**src/hw/rtl/lzd_pkg.sv**
```systemverilog
// Types and constants shared by the LZ bit-stream decompressor.
// No dependencies.
package lzd_pkg;

  localparam logic [1:0] OP_FEED  = 2'd0;
  localparam logic [1:0] OP_PULL  = 2'd1;
  localparam logic [1:0] OP_START = 2'd2;

  localparam logic [2:0] ST_BYTE   = 3'd0;
  localparam logic [2:0] ST_ACCEPT = 3'd1;
  localparam logic [2:0] ST_REFUSE = 3'd2;
  localparam logic [2:0] ST_NEED   = 3'd3;
  localparam logic [2:0] ST_DONE   = 3'd4;
  localparam logic [2:0] ST_BADHDR = 3'd5;
  localparam logic [2:0] ST_BADPAD = 3'd6;
  localparam logic [2:0] ST_BADREF = 3'd7;

  localparam logic [20:0] BIAS_C0 = 21'd1;
  localparam logic [20:0] BIAS_C1 = 21'd65;
  localparam logic [20:0] BIAS_C2 = 21'd577;
  localparam logic [20:0] BIAS_C3 = 21'd4673;
  localparam logic [19:0] END_MARK = 20'hFFFFF;
  localparam logic [7:0]  PAD_BYTE = 8'hFF;

  localparam int unsigned NEED_OPEN  = 49;
  localparam int unsigned NEED_ENDED = 33;

  typedef enum logic [2:0] {
    PH_AWAIT  = 3'd0,
    PH_DECODE = 3'd1,
    PH_DRAIN  = 3'd2,
    PH_FINAL  = 3'd3,
    PH_BADHDR = 3'd4,
    PH_BADREF = 3'd5
  } phase_t;

  typedef struct packed {
    logic [1:0] operation;
    logic [7:0] data_byte;
    logic       byte_is_last;
  } lzd_in_t;

  typedef struct packed {
    logic [2:0]  status;
    logic [7:0]  out_byte;
    logic [15:0] produced_count;
  } lzd_out_t;

  // One parsed code from the head of the bit window
  typedef struct packed {
    logic        is_lit;
    logic [7:0]  lit;
    logic        end_code;
    logic [20:0] copy_dist;
    logic [13:0] len;
    logic [5:0]  drop;
  } lzd_code_t;

endpackage

```
**src/hw/rtl/lzd_parse.sv**
```systemverilog
// Code parser: literal, back-reference distance class and gamma length.
// Depends on lzd_pkg.
module lzd_parse
  import lzd_pkg::*;
(
  input  logic [63:0] win,
  output lzd_code_t   code
);

  logic [4:0]  used;
  logic [39:0] seg;
  logic [3:0]  rc;
  logic        run;
  logic [39:0] vs;
  logic [11:0] v;
  logic [12:0] mask;
  logic [1:0]  add;

  always_comb begin
    code.is_lit   = ~win[0];
    code.lit      = win[8:1];
    code.end_code = 1'b0;
    add           = 2'd1;
    priority if (!win[1]) begin
      code.copy_dist = 21'(win[7:2]) + BIAS_C0;
      used           = 5'd8;
    end else if (!win[2]) begin
      code.copy_dist = 21'(win[11:3]) + BIAS_C1;
      used           = 5'd12;
    end else if (!win[3]) begin
      code.copy_dist = 21'(win[15:4]) + BIAS_C2;
      used           = 5'd16;
    end else begin
      code.copy_dist = 21'(win[23:4]) + BIAS_C3;
      code.end_code  = (win[23:4] == END_MARK);
      used           = 5'd24;
      add            = 2'd2;
    end
    seg = 40'(win >> used);
    rc  = '0;
    run = 1'b1;
    for (int i = 0; i < 12; i++) begin
      if (run && seg[i]) begin
        rc = rc + 4'd1;
      end else begin
        run = 1'b0;
      end
    end
    vs       = seg >> (rc + 4'd1);
    mask     = (13'd1 << rc) - 13'd1;
    v        = vs[11:0] & mask[11:0];
    code.len = 14'(v) + 14'(13'd1 << rc) + 14'(add);
    code.drop = 6'(used) + {1'b0, rc, 1'b0} + 6'd1;
  end

endmodule

```
**config.mk**
```make
export PLATFORM = sky130hd
export DESIGN_NAME = lzd_parse
export DESIGN_NICKNAME = d
export VERILOG_FILES = /design/src/hw/rtl/lzd_pkg.sv /design/src/hw/rtl/lzd_parse.sv
export SDC_FILE = /design/constraint.sdc
export NUM_CORES = 1
export LEC_CHECK = 0
export BUFFER_PORTS_ARGS = -buffer_cell sky130_fd_sc_hd__buf_2
export CAP_MARGIN = 20
export CORE_AREA = 8 8 125 127
export DETAILED_ROUTE_END_ITERATION = 12
export DIE_AREA = 0 0 133 135
export PLACE_DENSITY = 0.59
export SLEW_MARGIN = 40
export SYNTH_ARGS = -nofsm -noshare
export SYNTH_HDL_FRONTEND = slang
export SYNTH_SLANG_ARGS = --single-unit
```
**constraint.sdc**
```tcl
create_clock -name vclk -period 37.5
set_input_delay 11.25 -clock vclk [all_inputs]
set_output_delay 11.25 -clock vclk [all_outputs]
set_load 0.1 [all_outputs]
```
# --- After elaboration in Yosys (flattened, before gate mapping) ---
# Index checks and enable logic that the tools add are counted.
word_totals:
  regBits: 0
  output_inout_bits: 51
  wordCells: 74
  inputBits: 64
op_classes:
  eq_ne: 1
  add_sub_neg: 21
  bitwise_logic: 2
  muxes: 35
  shifts: 4
  n_reduce_logical: 11
op_table:
  columns: ["op", "n"]
  rows:
  - ["right shift 64 x 5 -> 40 bit", 1]
  - ["two-way mux 21 bit", 3]
  - ["adder 4 x 1 -> 4 bit, second input constant", 12]
  - ["two-way mux 4 bit", 12]
  - ["right shift 40 x 4 -> 12 bit", 1]
  - ["adder 20 x 13 -> 21 bit, second input constant", 1]
  - ["equality test 20 bit, second input constant", 1]
  - ["two-way mux 1 bit", 15]
  - ["adder 12 x 14 -> 14 bit", 1]
  - ["adder 14 x 2 -> 14 bit", 1]
  - ["left shift 1 x 4 -> 14 bit, first input constant", 1]
  - ["adder 12 x 10 -> 13 bit, second input constant", 1]
  - ["bitwise AND 12 bit", 1]
  - ["left shift 1 x 4 -> 12 bit, first input constant", 1]
  - ["subtractor 12 x 1 -> 12 bit, second input constant", 1]
  - ["logical AND 1 bit", 11]
  - ["adder 9 x 7 -> 10 bit, second input constant", 1]
  - ["two-way mux 5 bit", 2]
  - ["adder 6 x 1 -> 7 bit, second input constant", 1]
  - ["adder 5 x 5 -> 6 bit", 1]
  - ["adder 6 x 1 -> 6 bit, second input constant", 1]
  - ["two-way mux 2 bit", 3]
  - ["NOT 1 bit", 1]

# --- Depth between registers and ports, before layout ---
depth:
  depth_word: 32
  ltp_mapped: 69
  ltp_nobuf: 65

# --- Worst setup path before layout ---
# No wires, ideal clock.
synth_path:
  path_type: "in2out"
  from: "input port win[3]"
  to: "output port code[19] (netlist name)"
  required_time_ns: 26.250
  arrival_ns: 23.667
  path_buffers: 3
  cell_stages: 67
  path_slack_ns: 2.583
  cell_sequence: "inv_1 ha_1 buf_4 mux2_2 a221oi_2 nand2b_1 inv_1 ha_1 nor2_1 nor2_1 ha_1 mux2i_1 a21oi_1 ha_1 o21ai_0 a31oi_1 nor2_1 nor2_1 (+31 left out) nor2_1 a211o_1 fa_1 inv_1 ha_1 fa_1 a21oi_1 nor2_1 nor2_1 o21bai_1 a21oi_1 nor2b_1 o21a_1 nor2_1 o21bai_1 a21oi_1 o21ai_0 xor2_1"
synth_lines:
  columns: ["element", "line", "rtl"]
  rows:
  - ["from (decl)", "lzd_parse.sv:6", "input logic [63:0] win,"]
  - ["to (decl)", "lzd_parse.sv:7", "output lzd_code_t code"]

==> results.toml <==
[place]
dpl.hpwl_mm = 13.6
preCtsSetupSlack_ns = 1.82
port-buffer-count = 101
dpl_cell_area_mm2 = 0.00577
gp_congestion = 0.869
place_inst = 1005

[routing]
drtIter0Drc = 265
wl_per_cell_um = 16.8
drc_errors = 0
viasPerCell = 5.69
vias = 5716
dr.pass1.iters = 5
finalWirelength_mm = 16.9
antenna_left = 0

[power_and_ir_drop]
power-per-cell-area_mw_per_mm2 = 26.8
leakage_nw = 2.57
peakVddDrop_mv = 0.0253

[global_routing]
use_met1_pct = 25.6
grt_max_degree = 36
antenna_found_initial = 0
grt.busiest_layer = "met2"
grt.overflow.total = 0
grt_use_met3_pct = 1.60
met2_usage_pct = 30.1
grt_pass1_wl_mm = 28.2
gr-usage-all-layers_pct = 18.1
grt_pass1_vias = 5494

[worst_setup_path]
crit_family = "adder cells"
crit_start = "win[2]"
cp_data_required_time_ns = 26.25
cp-endpoint = "code[19]"
cp-start-kind = "input port"
critPathBufInv = 7
end_kind = "primary output"
arrival_ns = 24.55
crit_cells = 66
slowest_stage = "a221oi_2"
crit_type = "input port to primary output"
cpPeakStageDelay_ns = 0.55
worst-path-max-fanout = 22
crit_top_cell = "ha_1"

[final_layout]
area_growth_pct = 9.15
ff_latch_area_um2 = 0
layout_common_cells = "buf_2 (101), nand2_1 (97), nor2_1 (90), mux2i_1 (51), a21oi_1 (51)"
fin_util_pct = 42.4
layout-drive-gt1-share_pct = 20.5
fin_nets = 939
final_area_mm2 = 0.00577
fillers = 1468
multi_input_area_mm2 = 0.00483
antenna_cells = 0
seq_cells = 0
clockBufferCount = 0
layout_commonest_cell = "buf_2"
layoutNonFillerInstCount = 1005

[sta]
setup_ws_ns = 1.70
layout_min_cycle_time_ns = 35.80
setup_viol = 0
rsz0062_at_grt = "false"
setup_tns_ns = 0
max_freq_mhz = 27.9
worstMarginPinSlew_ns = 0.722
fin_crit_sh_pct = 95.5
maxSlewViolCount = 0
slew_headroom_pct = 51.7
hold_violations = 0

[synthesis]
yosysSeqAreaShare_pct = 0
synth_area_leaders = "ha_1 (10%), mux2i_1 (9.6%), nand2_1 (6.9%), nor2_1 (6.4%), mux4_2 (6.0%)"
syn_area_mm2 = 0.00529
synth_top_area_share_pct = 10.4
syn_inst = 777
ys.warnings.count = 0
syn_nets = 889
synth_area_leader_cell = "ha_1"
ys_types = 86
avgSynthCellArea_um2 = 6.81

[floorplan]
num_rows = 43
die-area_mm2 = 0.0180
core_mm2 = 0.0136
initial_utilization_pct = 38.9
die_w_um = 133
io_pins = 115
fp.dieH_um = 135

[clock_tree]
cts_resized = 0
cts_setup_buffers = 0
postCtsHoldBufs = 0

[min_path]
hold_class = "input port to primary output"

[outcome]
status = "finished clean"

[run]
drv_cap = 0
cell families (layout without fill, tap and decap cells):
group / count (synthesis) / in the layout / share of synthesized area (%)
other: 1 / 1 / 0.0709
adders and majority gates: 48 / 48 / 11.9
xor gates and xnor gates: 48 / 48 / 8.30
muxes: 81 / 81 / 19.1
and+or+nand+nor: 294 / 294 / 25.8
AOI/OAI and AO/OA: 206 / 206 / 26.1
buffers and inverters: 99 / 147 / 8.70
layer usage:
metal	share of wire, %	vias up
li1	-	2914
met1	49	2611
met2	45	181
met3	5.0	10
met4	0.80	0
met5	0	-
synth_stat cells, types with 12 or more instances:
library cell   n
buf_2         12
o21ai_0       49
mux4_2        14
a21oi_1       51
ha_1          44
a211oi_1      15
nor2b_1       12
mux2_2        14
xor2_1        22
inv_1         30
clkbuf_1      30
nor2_1        90
nor3_1        18
nand3_1       25
nand2_1       97
xnor2_1       25
mux2i_1       51
through the flow:
step / hold slack (ns) / total power [W]
after CTS: 22.88 / 0.000154
after global routing: 22.90 / 0.000167
after detailed placement: 22.88 / 0.000153
after global placement: 22.88 / 0.000153
after floorplan: 22.71 / 0.000126
final: 22.88 / 0.000155
worst min path at each step:
| stage | from | to | slack (ns) | depth (start not counted) |
|---|---|---|---|---|
| detailed placement | win[0] | code[50] | 22.88 | 3 |
| floorplan | win[1] | code[42] | 22.71 | 1 |
| finish | win[0] | code[50] | 22.88 | 3 |
| global route | win[0] | code[50] | 22.90 | 3 |
| CTS | win[0] | code[50] | 22.88 | 3 |
| global placement | win[0] | code[50] | 22.88 | 3 |
final cells by class:
type,count,share of cell area [%]
Inverter,36,2.36
Timing Repair Buffer,111,10.1
Tap cell,180,3.90
Multi-Input combinational cell,678,83.7
report_power, final:
part | leakage (nW) | internal (W) | switching [W]
clock network | 0 | 0 | 0
logic | 2.57 | 0.0000428 | 0.000112
registers | 0 | 0 | 0
total | 2.57 | 0.0000428 | 0.000112
Note: power is estimated with default switching activity, not from simulation.
